File: src/rtl/page_request_coalescer_macros.svh
// assertion macros shared by the coalescer rtl
`ifndef PAGE_REQUEST_COALESCER_MACROS_SVH
`define PAGE_REQUEST_COALESCER_MACROS_SVH

// same-cycle implication, checked outside reset
`define PCR_ASSERT_NOW(label, clk, rstn, ante, cons) \
    label: assert property (@(posedge clk) disable iff (!rstn) (ante) |-> (cons)) \
        else $error("page_request_coalescer check failed");

// next-cycle implication, checked outside reset
`define PCR_ASSERT_NEXT(label, clk, rstn, ante, cons) \
    label: assert property (@(posedge clk) disable iff (!rstn) (ante) |=> (cons)) \
        else $error("page_request_coalescer check failed");

`endif

File: src/rtl/pcr_pkg.sv
// shared types and constants for the page request coalescer
package pcr_pkg;

    localparam int OFFSET_BITS_DEF     = 48;
    localparam int SCRATCH_BYTES_DEF   = 1 << 20;
    localparam int MAX_CHUNKS_DEF      = 64;
    localparam int MAX_RANGE_PAGES_DEF = 65536;

    localparam int PAGE_BYTES_RST  = 4096;
    localparam int FIELD_PAGES_MAX = 65536;

    localparam int OFFSET_W   = 48;
    localparam int PAGES_W    = 17;
    localparam int SHIFT_W    = 5;
    localparam int LIMIT_W    = 23;
    localparam int SCRATCH_W  = 25;
    localparam int CFG_IDX_W  = 2;
    localparam int CFG_DATA_W = 17;

    localparam logic [SHIFT_W-1:0] PAGE_SHIFT_RST = SHIFT_W'($clog2(PAGE_BYTES_RST));
    localparam logic [SHIFT_W-1:0] SHIFT_MIN      = 5'd9;
    localparam logic [SHIFT_W-1:0] SHIFT_MAX      = 5'd16;

    // register indexes on the config port
    localparam logic [CFG_IDX_W-1:0] CFG_PAGE_SHIFT = 2'd0;
    localparam logic [CFG_IDX_W-1:0] CFG_CHUNK_CAP  = 2'd1;
    localparam logic [CFG_IDX_W-1:0] CFG_READ_MODE  = 2'd2;

    typedef enum logic {
        ST_IDLE,
        ST_EMIT
    } state_t;

    // settings taken when a range opens
    typedef struct packed {
        logic [SHIFT_W-1:0] shift;
        logic [PAGES_W-1:0] step;   // zero means whole range in one chunk
        logic [LIMIT_W-1:0] limit;
    } cfg_lat_t;

endpackage

File: src/rtl/pcr_cfg.sv
// configuration registers and derived chunking limits
module pcr_cfg import pcr_pkg::*; #(
    parameter int SCRATCH_BYTES   = SCRATCH_BYTES_DEF,
    parameter int MAX_CHUNKS      = MAX_CHUNKS_DEF,
    parameter int MAX_RANGE_PAGES = MAX_RANGE_PAGES_DEF
) (
    input  logic                  aclk,
    input  logic                  aresetn,
    input  logic                  cfg_valid,
    input  logic [CFG_IDX_W-1:0]  cfg_addr,
    input  logic [CFG_DATA_W-1:0] cfg_wdata,
    output cfg_lat_t              cfg_lat
);

    localparam int RANGE_LIM_I = (MAX_RANGE_PAGES > FIELD_PAGES_MAX) ? FIELD_PAGES_MAX :
                                 ((MAX_RANGE_PAGES < 1) ? 1 : MAX_RANGE_PAGES);
    localparam logic [LIMIT_W-1:0]   RANGE_LIM  = LIMIT_W'(RANGE_LIM_I);
    localparam logic [LIMIT_W-1:0]   CHUNKS_MUL = LIMIT_W'(MAX_CHUNKS);
    localparam logic [SCRATCH_W-1:0] SCRATCH    = SCRATCH_W'(SCRATCH_BYTES);
    localparam logic [SCRATCH_W-1:0] PAGES_MAX  = SCRATCH_W'(FIELD_PAGES_MAX);

    logic [SHIFT_W-1:0]   page_shift_reg;
    logic [PAGES_W-1:0]   chunk_cap_reg;
    logic                 read_mode_reg;

    logic [SHIFT_W-1:0]   shift_c;
    logic [PAGES_W-1:0]   cap_c;
    logic [SCRATCH_W-1:0] st_full;
    logic [PAGES_W-1:0]   st;

    always_ff @(posedge aclk) begin
        if (!aresetn) begin
            page_shift_reg <= PAGE_SHIFT_RST;
            chunk_cap_reg  <= '0;
            read_mode_reg  <= 1'b1;
        end else if (cfg_valid) begin
            case (cfg_addr)
                CFG_PAGE_SHIFT: page_shift_reg <= cfg_wdata[SHIFT_W-1:0];
                CFG_CHUNK_CAP:  chunk_cap_reg  <= cfg_wdata;
                CFG_READ_MODE:  read_mode_reg  <= cfg_wdata[0];
                default: ;
            endcase
        end
    end

    always_comb begin
        if (page_shift_reg < SHIFT_MIN) begin
            shift_c = SHIFT_MIN;
        end else if (page_shift_reg > SHIFT_MAX) begin
            shift_c = SHIFT_MAX;
        end else begin
            shift_c = page_shift_reg;
        end

        cap_c = (chunk_cap_reg > PAGES_W'(FIELD_PAGES_MAX)) ? PAGES_W'(FIELD_PAGES_MAX)
                                                             : chunk_cap_reg;

        // scratch buffer expressed in pages
        st_full = SCRATCH >> shift_c;
        if (st_full == '0) begin
            st = PAGES_W'(1);
        end else if (st_full > PAGES_MAX) begin
            st = PAGES_W'(FIELD_PAGES_MAX);
        end else begin
            st = PAGES_W'(st_full);
        end
        if (cap_c != '0 && st > cap_c) begin
            st = cap_c;
        end

        cfg_lat.shift = shift_c;
        if (read_mode_reg) begin
            cfg_lat.step  = st;
            cfg_lat.limit = LIMIT_W'(st) * CHUNKS_MUL;
        end else if (cap_c != '0) begin
            cfg_lat.step  = cap_c;
            cfg_lat.limit = LIMIT_W'(cap_c) * CHUNKS_MUL;
        end else begin
            cfg_lat.step  = '0;
            cfg_lat.limit = RANGE_LIM;
        end
    end

endmodule

File: src/rtl/pcr_addr_unit.sv
// shared address adder: base plus a page count scaled by the page size
module pcr_addr_unit import pcr_pkg::*; #(
    parameter int OFFSET_BITS = OFFSET_BITS_DEF
) (
    input  logic [OFFSET_BITS-1:0] base,
    input  logic [PAGES_W-1:0]     pages,
    input  logic [SHIFT_W-1:0]     shift,
    output logic [OFFSET_BITS-1:0] sum
);

    logic [OFFSET_BITS-1:0] delta;

    // wraps modulo the address width
    assign delta = OFFSET_BITS'(pages) << shift;
    assign sum   = base + delta;

endmodule

File: src/rtl/page_request_coalescer.sv
// page request coalescer top level: range tracking and chunk sequencer
//
//  channel  | handshake                  | payload
//  ---------+----------------------------+-------------------------------------------
//  s_       | s_valid / s_ready          | s_req_type, s_page_offset
//  m_       | m_valid / m_ready          | m_chunk_start, m_chunk_page_count, m_is_last
//  cfg_     | cfg_valid / cfg_ready      | cfg_addr, cfg_wdata
//
// a word that opens, extends or is dropped leaves s_ready high
// a word that closes a range is issued as N chunk words, N = ceil(range pages / step),
// at most MAX_CHUNKS; the shared address adder advances one chunk per cycle while the output register is free
// m_ready low holds the chunk sequencer; s_ready stays low until the last chunk is loaded
// aresetn is synchronous, active low, and leaves no range open
module page_request_coalescer import pcr_pkg::*; #(
    parameter int OFFSET_BITS     = OFFSET_BITS_DEF,
    parameter int SCRATCH_BYTES   = SCRATCH_BYTES_DEF,
    parameter int MAX_CHUNKS      = MAX_CHUNKS_DEF,
    parameter int MAX_RANGE_PAGES = MAX_RANGE_PAGES_DEF
) (
    input  logic                  aclk,
    input  logic                  aresetn,

    input  logic                  s_valid,
    output logic                  s_ready,
    input  logic                  s_req_type,
    input  logic [OFFSET_W-1:0]   s_page_offset,

    output logic                  m_valid,
    input  logic                  m_ready,
    output logic [OFFSET_W-1:0]   m_chunk_start,
    output logic [PAGES_W-1:0]    m_chunk_page_count,
    output logic                  m_is_last,

    input  logic                  cfg_valid,
    output logic                  cfg_ready,
    input  logic [CFG_IDX_W-1:0]  cfg_addr,
    input  logic [CFG_DATA_W-1:0] cfg_wdata
);

`include "page_request_coalescer_macros.svh"

    localparam int AW = OFFSET_BITS;

    cfg_lat_t cfg_lat;

    state_t state_reg, state_next;

    // open range
    logic                 range_open_reg, range_open_next;
    logic [AW-1:0]        range_start_reg, range_start_next;
    logic [AW-1:0]        range_end_reg, range_end_next;
    logic [LIMIT_W-1:0]   range_pages_reg, range_pages_next;
    logic [SHIFT_W-1:0]   lat_shift_reg, lat_shift_next;
    logic [PAGES_W-1:0]   lat_step_reg, lat_step_next;
    logic [LIMIT_W-1:0]   lat_limit_reg, lat_limit_next;

    // range being issued
    logic [AW-1:0]        emit_addr_reg, emit_addr_next;
    logic [LIMIT_W-1:0]   emit_rem_reg, emit_rem_next;
    logic [PAGES_W-1:0]   emit_step_reg, emit_step_next;
    logic [SHIFT_W-1:0]   emit_shift_reg, emit_shift_next;

    // output register
    logic                 m_valid_reg, m_valid_next;
    logic [OFFSET_W-1:0]  m_start_reg, m_start_next;
    logic [PAGES_W-1:0]   m_count_reg, m_count_next;
    logic                 m_last_reg, m_last_next;

    logic [AW-1:0]        off_w;
    logic                 accept;
    logic                 do_open, do_emit, do_extend;
    logic                 out_free, load;
    logic                 chunk_last;
    logic [PAGES_W-1:0]   want;

    logic [AW-1:0]        add_base, add_sum;
    logic [PAGES_W-1:0]   add_pages;
    logic [SHIFT_W-1:0]   add_shift;

    pcr_cfg #(
        .SCRATCH_BYTES   (SCRATCH_BYTES),
        .MAX_CHUNKS      (MAX_CHUNKS),
        .MAX_RANGE_PAGES (MAX_RANGE_PAGES)
    ) u_cfg (
        .aclk      (aclk),
        .aresetn   (aresetn),
        .cfg_valid (cfg_valid),
        .cfg_addr  (cfg_addr),
        .cfg_wdata (cfg_wdata),
        .cfg_lat   (cfg_lat)
    );

    pcr_addr_unit #(
        .OFFSET_BITS (AW)
    ) u_addr (
        .base  (add_base),
        .pages (add_pages),
        .shift (add_shift),
        .sum   (add_sum)
    );

    assign cfg_ready          = 1'b1;
    assign m_valid            = m_valid_reg;
    assign m_chunk_start      = m_start_reg;
    assign m_chunk_page_count = m_count_reg;
    assign m_is_last          = m_last_reg;

    always_ff @(posedge aclk) begin
        if (!aresetn) begin
            state_reg      <= ST_IDLE;
            range_open_reg <= 1'b0;
            m_valid_reg    <= 1'b0;
        end else begin
            state_reg      <= state_next;
            range_open_reg <= range_open_next;
            m_valid_reg    <= m_valid_next;
        end
    end

    always_ff @(posedge aclk) begin
        range_start_reg <= range_start_next;
        range_end_reg   <= range_end_next;
        range_pages_reg <= range_pages_next;
        lat_shift_reg   <= lat_shift_next;
        lat_step_reg    <= lat_step_next;
        lat_limit_reg   <= lat_limit_next;
        emit_addr_reg   <= emit_addr_next;
        emit_rem_reg    <= emit_rem_next;
        emit_step_reg   <= emit_step_next;
        emit_shift_reg  <= emit_shift_next;
        m_start_reg     <= m_start_next;
        m_count_reg     <= m_count_next;
        m_last_reg      <= m_last_next;
    end

    always_comb begin
        state_next       = state_reg;
        range_open_next  = range_open_reg;
        range_start_next = range_start_reg;
        range_end_next   = range_end_reg;
        range_pages_next = range_pages_reg;
        lat_shift_next   = lat_shift_reg;
        lat_step_next    = lat_step_reg;
        lat_limit_next   = lat_limit_reg;
        emit_addr_next   = emit_addr_reg;
        emit_rem_next    = emit_rem_reg;
        emit_step_next   = emit_step_reg;
        emit_shift_next  = emit_shift_reg;
        m_start_next     = m_start_reg;
        m_count_next     = m_count_reg;
        m_last_next      = m_last_reg;

        off_w     = AW'(s_page_offset);
        s_ready   = (state_reg == ST_IDLE);
        accept    = s_valid && s_ready;
        do_open   = 1'b0;
        do_emit   = 1'b0;
        do_extend = 1'b0;

        if (accept) begin
            if (s_req_type) begin
                do_emit         = range_open_reg;
                range_open_next = 1'b0;
            end else if (!range_open_reg) begin
                do_open = 1'b1;
            end else if (off_w == range_end_reg) begin
                // a full range closes and the same word opens the next one
                if (range_pages_reg >= lat_limit_reg) begin
                    do_emit = 1'b1;
                    do_open = 1'b1;
                end else begin
                    do_extend = 1'b1;
                end
            end else if (off_w > range_end_reg) begin
                do_emit = 1'b1;
                do_open = 1'b1;
            end
        end

        // chunk sizing for the range being issued
        chunk_last = emit_rem_reg <= LIMIT_W'(emit_step_reg);
        want       = chunk_last ? PAGES_W'(emit_rem_reg) : emit_step_reg;
        out_free   = !m_valid_reg || m_ready;
        load       = (state_reg == ST_EMIT) && out_free;

        // adder: next range end while idle, next chunk start while issuing
        if (state_reg == ST_EMIT) begin
            add_base  = emit_addr_reg;
            add_pages = want;
            add_shift = emit_shift_reg;
        end else begin
            // extending: off equals the old end, so off plus one page is the new end
            add_base  = off_w;
            add_pages = PAGES_W'(1);
            add_shift = do_extend ? lat_shift_reg : cfg_lat.shift;
        end

        if (do_emit) begin
            emit_addr_next  = range_start_reg;
            emit_rem_next   = range_pages_reg;
            emit_step_next  = (lat_step_reg != '0) ? lat_step_reg
                                                   : PAGES_W'(range_pages_reg);
            emit_shift_next = lat_shift_reg;
            state_next      = ST_EMIT;
        end

        if (do_extend) begin
            range_end_next   = add_sum;
            range_pages_next = range_pages_reg + LIMIT_W'(1);
        end

        if (do_open) begin
            range_open_next  = 1'b1;
            range_start_next = off_w;
            range_end_next   = add_sum;
            range_pages_next = LIMIT_W'(1);
            lat_shift_next   = cfg_lat.shift;
            lat_step_next    = cfg_lat.step;
            lat_limit_next   = cfg_lat.limit;
        end

        m_valid_next = m_valid_reg && !m_ready;
        if (load) begin
            m_valid_next   = 1'b1;
            m_start_next   = OFFSET_W'(emit_addr_reg);
            m_count_next   = want;
            m_last_next    = chunk_last;
            emit_addr_next = add_sum;
            emit_rem_next  = emit_rem_reg - LIMIT_W'(want);
            if (chunk_last) begin
                state_next = ST_IDLE;
            end
        end
    end

    `PCR_ASSERT_NOW(a_emit_rem_nonzero, aclk, aresetn, state_reg == ST_EMIT, emit_rem_reg != '0)
    `PCR_ASSERT_NOW(a_open_pages_in_limit, aclk, aresetn, range_open_reg, range_pages_reg != '0 && range_pages_reg <= lat_limit_reg)
    `PCR_ASSERT_NOW(a_chunk_fits_step, aclk, aresetn, load, want != '0 && want <= emit_step_reg)
    `PCR_ASSERT_NEXT(a_out_count_nonzero, aclk, aresetn, load, m_valid_reg && m_count_reg != '0)

endmodule

File: config.mk
export PLATFORM = sky130hd
export DESIGN_NAME = page_request_coalescer
export DESIGN_NICKNAME = d
export VERILOG_FILES = /design/src/rtl/pcr_pkg.sv /design/src/rtl/pcr_cfg.sv /design/src/rtl/pcr_addr_unit.sv /design/src/rtl/page_request_coalescer.sv
export VERILOG_INCLUDE_DIRS = /design/src /design/src/rtl
export SDC_FILE = /design/constraint.sdc
export NUM_CORES = 1
export LEC_CHECK = 0
export BUFFER_PORTS_ARGS = -buffer_cell sky130_fd_sc_hd__buf_2
export CAP_MARGIN = 20
export CELL_PAD_IN_SITES_DETAIL_PLACEMENT = 0
export CELL_PAD_IN_SITES_GLOBAL_PLACEMENT = 2
export CORE_ASPECT_RATIO = 0.7
export CORE_MARGIN = 3
export CORE_UTILIZATION = 40
export DETAILED_ROUTE_END_ITERATION = 8
export PLACE_DENSITY = 0.83
export SETUP_SLACK_MARGIN = 0.2
export SLEW_MARGIN = 20
export SYNTH_ARGS = -nofsm -noshare
export SYNTH_HDL_FRONTEND = slang
export SYNTH_SLANG_ARGS = --single-unit
File: constraint.sdc
create_clock -name aclk -period 7.8 [get_ports aclk]
set_input_delay 1.56 -clock aclk [delete_from_list [all_inputs] [get_ports aclk]]
set_output_delay 1.56 -clock aclk [all_outputs]
set_load 0.005 [all_outputs]
==> impl_metrics.toml, run 1 <==
[global_route]
antenna_found_initial = 0
grt_pass1_wl_um = 86300
grt_max_degree = 70
grt_pass1_vias = 14638
gr-total-overflow = 0
track_usage = 0.213

[route]
drc_errors = 0
ant_nets = 0
wl_per_cell_um = 19.9
via_per_inst = 5.40
wl_met1_um = 30200
routed_wl_um = 56300
routed-via-count = 15279
drt_pass1_iterations = 5
dr_wl_met2_um = 22000
drt_iter0_drc = 1283
met3_length_um = 3510
dr.max_layer_used = "met4"

[synthesis]
muxShareOfSynthArea = 0.0686
synth_top_cell_area_share = 0.420
synth-simple-area-share = 0.142
synth_top_family_by_area = "simple AND/OR/NAND/NOR gates"
synth_area_um2 = 19900
synth_xor_area_frac = 0.0361
synth_cell_type_count = 90
synth_edf_count = 278
synthFlopType = "edfxtp_1"
syn_inst = 1909
syn_avg_cell_area_um2 = 10.4
synth.top_cells.by_area = "edfxtp_1 (42%), ha_1 (10%), nand2_1 (5.6%)"
synth.yosys.warnings = 0
async_flop_share = 0
ys_ff_latch = 327
yosysTopAreaCell = "edfxtp_1"
synth_compound_area_frac = 0.140
synth.yosys.seq_area_share = 0.470
synthAdderAreaFrac = 0.106

[floorplan]
fp.dieH_um = 192
io_pins = 142
initial_core_util = 0.410
dieArea_um2 = 52400
dieWidth_um = 272
num_rows = 67
coreArea_um2 = 48500

[clock_network]
cts_tree = "done"
root_buffer = "clkbuf_16"
clkTransAtPathRegs_ns = 0.06
cts_buffers = 35
cts_sinks = 327
htreeDepth = 2
clockBufferDepth = 3
clock_latency_ns = 0.54
postCtsHoldBufs = 0

[place]
pre_cts_ws_ns = -0.260
io_buffers = 140
hpwl_um = 43200
place_congestion = 0.909
placed_area_um2 = 22000

[power_and_ir_drop]
irDropWorstVdd_uv = 144
power_density_nw_per_um2 = 187
p_leak_nw = 9.61

[critical_path]
cp-start-kind = "input pin"
crit_path_end_kind = "register"
rr_worst_depth = 27
worstPathRequired_ns = 8.09
crit_arrival_ns = 7.56
critPathKind = "input pin to register"
cp_max_fo = 4

[finish]
syn2layout_area_growth_pct = 16.6
n_antenna_cell = 0
nNetsFinal = 2386
final_area_um2 = 23200
fill_cells = 4643
drive_above_1_share = 0.197

[timing]
setup_viol = 0
relSlewSlack = 0.273
finalHoldViolations = 0
fin_setup_tns_ns = 0
tightestPinTransition_ns = 1.09
fin_ws_ns = 0.522
max_freq_ghz = 0.137
whs_ns = 0.443
min_period_ns = 7.28
post-route-period-util = 0.933
slew_violations = 0
finClkSkew_ns = 0.0150
rsz0062_at_grt = "true"

[outcome]
outcome = "completed"

[min_path]
hold_depth = 0
hp-class = "register to register"

[job]
cap_violations = 0
timing repair:
item,4_1_cts,5_1_grt
setup buffers,0,1
endpoints found under the setup margin,0,28
resized for setup,0,12
layer usage:
| metal | global-route usage | vias to the layer above |
|---|---|---|
| met1 | 0.343 | 7357 |
| li1 | - | 7479 |
| met5 | 0 | - |
| met2 | 0.295 | 395 |
| met3 | 0.0352 | 48 |
| met4 | 0.0384 | 0 |
worst max-delay path, cell delays in order:
cell       delay (ns)
buf_2            0.12
ha_1             0.31
nand4_1          0.14
nor4_2           0.31
buf_4            0.19
nand4_1          0.22
nor4_2           0.33
a31oi_1          0.22
buf_4            0.21
mux2_2           0.28
a2bb2oi_1        0.16
or3_1            0.39
mux2_2           0.30
o21ai_0          0.31
ha_1             0.32
a21o_1           0.18
a21oi_1          0.14
o21ai_1          0.12
a2111oi_2        0.36
o211ai_1         0.29
a21oi_2          0.24
nor2_1           0.11
a41oi_1          0.32
xnor2_1          0.14
mux2_2           0.27
metrics by stage:
step	util	cells	power (mW)
2_1_floorplan	-	1917	2.49
5_1_grt	0.478	2828	4.52
4_1_cts	0.477	2827	4.37
6_report	0.478	2828	4.33
3_3_place_gp	0.455	2763	2.74
3_5_place_dp	0.455	2763	2.75
worst paths after layout:
kind / from / to / slack (ns)
worst min register to register: emit_addr_reg[11] / m_chunk_start[11] / 0.44
worst min-delay path: emit_addr_reg[11] / m_chunk_start[11] / 0.44
worst max register to register: emit_rem_reg[15] / emit_addr_reg[42] / 0.59
worst max-delay path: s_page_offset[7] / emit_addr_reg[43] / 0.52
Yosys cell counts (19+ instances only):
cell,n
nand2_1,297
edfxtp_1,278
ha_1,165
inv_1,130
nor2_1,111
o21ai_0,84
a21oi_1,82
mux2_2,76
a21o_1,60
dfxtp_1,49
xnor2_1,46
clkbuf_1,42
xor2_1,36
nand4_1,33
mux2i_1,30
nand3_1,26
a21boi_0,21
nor3_1,19
o21a_1,19
report_power, final:
group | internal (mW) | switching (mW) | leakage [nW]
Clock | 0.895 | 0.710 | 0.520
Sequential | 2.00 | 0.0435 | 2.96
Combinational | 0.275 | 0.404 | 6.13
Total | 3.17 | 1.16 | 9.61
area by class of cell:
cell class	count	area, µm²	area share
Clock buffer	50	952	0.0411
Clock inverter	14	128	0.00551
Inverter	133	504	0.0218
Multi-Input combinational cell	1400	9910	0.427
Sequential cell	327	9330	0.403
Tap cell	655	820	0.0354
Timing Repair Buffer	249	1530	0.0661
logic make-up after synthesis:
family | Yosys count
buf+inv | 190
other cells | 2
simple gates | 611
xor+xnor | 82
mux | 117
flops | 327
fa+ha+maj | 167
compound gates | 413
layout by cell type (no fill, tap or decap), types with 17 or more instances in the layout:
master / netlist / routed
a211oi_1: 18 / 17
a21boi_0: 21 / 21
a21o_1: 60 / 60
a21oi_1: 82 / 79
and2_1: 18 / 18
and3_1: 17 / 17
buf_2: 4 / 140
buf_4: 2 / 108
clkbuf_16: 0 / 35
dfxtp_1: 49 / 48
edfxtp_1: 278 / 278
ha_1: 165 / 165
inv_1: 130 / 129
mux2_2: 76 / 76
mux2i_1: 30 / 30
nand2_1: 297 / 296
nand3_1: 26 / 26
nand4_1: 33 / 33
nor2_1: 111 / 110
nor2b_1: 18 / 18
nor3_1: 19 / 19
o21a_1: 19 / 19
o21ai_0: 84 / 83
xnor2_1: 46 / 46
xor2_1: 36 / 36
Note: power is estimated with default switching activity, not from simulation.
==> run 2, diff against run 1 <==
- GPL_TIMING_DRIVEN: default -> 0
==> run 2 against run 1 <==
  * Critical path depth shrank 2
  * Global-route usage up 0.63 points
  * Combinational power is essentially flat
  * Sequential power is essentially flat
  * First-iteration DRC count rose by 1.6%
  * Critical path type unchanged
  * Wire length rose by 3.3%
  * Final cell count down 0.88%
  * Clock skew up 0.0061 ns
  * Via count increased by 0.39%
==> impl_metrics.toml, run 2 (synthesis gave the netlist of run 1 again) <==
[timing]
post-route-period-util = 0.963
slew_violations = 0
tightestPinTransition_ns = 1.02
whs_ns = 0.436
finClkSkew_ns = 0.0211
setup_viol = 0
rsz0062_at_grt = "true"
max_freq_ghz = 0.133
relSlewSlack = 0.322
min_period_ns = 7.51
finalHoldViolations = 0

[clock_network]
htreeDepth = 2
clockBufferDepth = 3
cts_tree = "done"
root_buffer = "clkbuf_16"
postCtsHoldBufs = 0
cts_buffers = 36
clkTransAtPathRegs_ns = 0.07
cts_sinks = 327
clock_latency_ns = 0.53

[route]
wl_per_cell_um = 20.8
via_per_inst = 5.47
routed_wl_um = 58200
ant_nets = 0
drc_errors = 0
routed-via-count = 15338
drt_iter0_drc = 1304
drt_pass1_iterations = 5

[power_and_ir_drop]
p_int_mw = 3.23
power_frac_seq = 0.462
p_sw_frac = 0.268
power_frac_comb = 0.155
pwr-share-clk = 0.383
power.total_mw = 4.41
p_sw_mw = 1.18
p_leak_nw = 9.48
power_density_nw_per_um2 = 190
irDropWorstVdd_uv = 141

[outcome]
outcome = "completed"

[place]
hpwl_um = 45300
io_buffers = 140
place_congestion = 0.908

[critical_path]
slowest_delay_ns = 0.56
critPathKind = "input pin to register"
crit_path_cell_trace = "buf_2, ha_1, nand4_1, nor4_4, nand4_1, buf_4, nor4_4, a311oi_1, a211oi_4, nand2_1, o221ai_1, ha_1, clkbuf_2, a21o_1, a21o_1, a21o_1, a2111oi_2, o211ai_1, a21oi_2, nor2_1, a41oi_1, xnor2_1, mux2_2"
worstPathRequired_ns = 8.07
crit_slowest_cell = "a211oi_4"
cp-start-kind = "input pin"
cp_max_fo = 9
cp_common_cell = "a21o_1"
crit_path_end_kind = "register"
crit_arrival_ns = 7.78
crit_family = "compound AO/OA/AOI/OAI gates"
regToRegSetupSlack_ns = 0.44
path_buf_inv = 3

[finish]
final_common_cell = "nand2_1"
syn2layout_area_growth_pct = 16.8
nNetsFinal = 2363
drive_above_1_share = 0.186
n_antenna_cell = 0
mostFrequentLayoutCells = "nand2_1 (294), edfxtp_1 (278), ha_1 (162)"

[floorplan]
coreArea_um2 = 48500
initial_core_util = 0.410
io_pins = 142
num_rows = 67
dieArea_um2 = 52400
dieWidth_um = 272
fp.dieH_um = 192

[global_route]
grt_max_degree = 47
grt_pass1_vias = 14515
grt_pass1_wl_um = 87900
gr-total-overflow = 0
track_usage = 0.219
antenna_found_initial = 0

[min_path]
hp-class = "register to register"

[job]
cap_violations = 0
==> run 2: changes by cell type in the layout (fill, tap and decap cells not counted), sizes merged <==
cell | previous run | this run
buf | 249 | 185
inv | 133 | 135
clkbuf | 50 | 81
clkinv | 12 | 15
bufinv | 1 | 2
clkinvlp | 1 | 3
==> run 2: power groups by stage <==
stage	combinational, mW	sequential (mW)	clock (mW)
after floorplan	0.422	2.07	0
after global placement	0.622	2.09	0
after detailed placement	0.648	2.08	0
after CTS	0.661	2.04	1.73
after global routing	0.753	2.05	1.80
final	0.681	2.04	1.69
==> run 2: through the flow <==
step	setup TNS (ns)	setup WS, ns	util	instances	cell area (µm²)
5_1_grt	0	0.0646	0.479	2803	23200
2_1_floorplan	0	0.731	-	1917	19900
3_5_place_dp	-60.29	-1.86	0.447	2730	21700
4_1_cts	0	0.174	0.474	2794	23000
6_report	0	0.290	0.479	2803	23200
3_3_place_gp	-253.68	-2.49	0.442	2712	21400
==> run 2: metal layers <==
layer,part of all wire,GRT usage,up-vias
li1,-,-,7433
met1,0.51,0.348,7334
met2,0.39,0.309,508
met3,0.075,0.0394,63
met4,0.016,0.0373,0
met5,0,0,-
==> run 2: worst paths after layout <==
| path | end | from | depth (start not counted) |
|---|---|---|---|
| setup / recovery | emit_addr_reg[43] | s_page_offset[2] | 23 |
| hold / removal | m_chunk_start[23] | emit_addr_reg[23] | 0 |
| setup reg to reg | emit_addr_reg[47] | emit_rem_reg[19] | 20 |
| hold reg to reg | m_chunk_start[23] | emit_addr_reg[23] | 0 |
==> run 2: repair_timing <==
action	CTS	global route
gates cloned	0	0
setup endpoints to repair	60	25
buffers inserted	2	9
pin swaps	4	13
resized for setup	26	48
==> run 2: cell type report <==
cell class | count | area [µm²]
plain buffers | 56 | 250
clock buffers | 41 | 971
clock inverters | 22 | 176
fillers | 4623 | 25200
inverters | 133 | 502
multi-input cells | 1400 | 10200
flip-flops and latches | 327 | 9330
well taps | 655 | 820
repair buffers | 169 | 1010
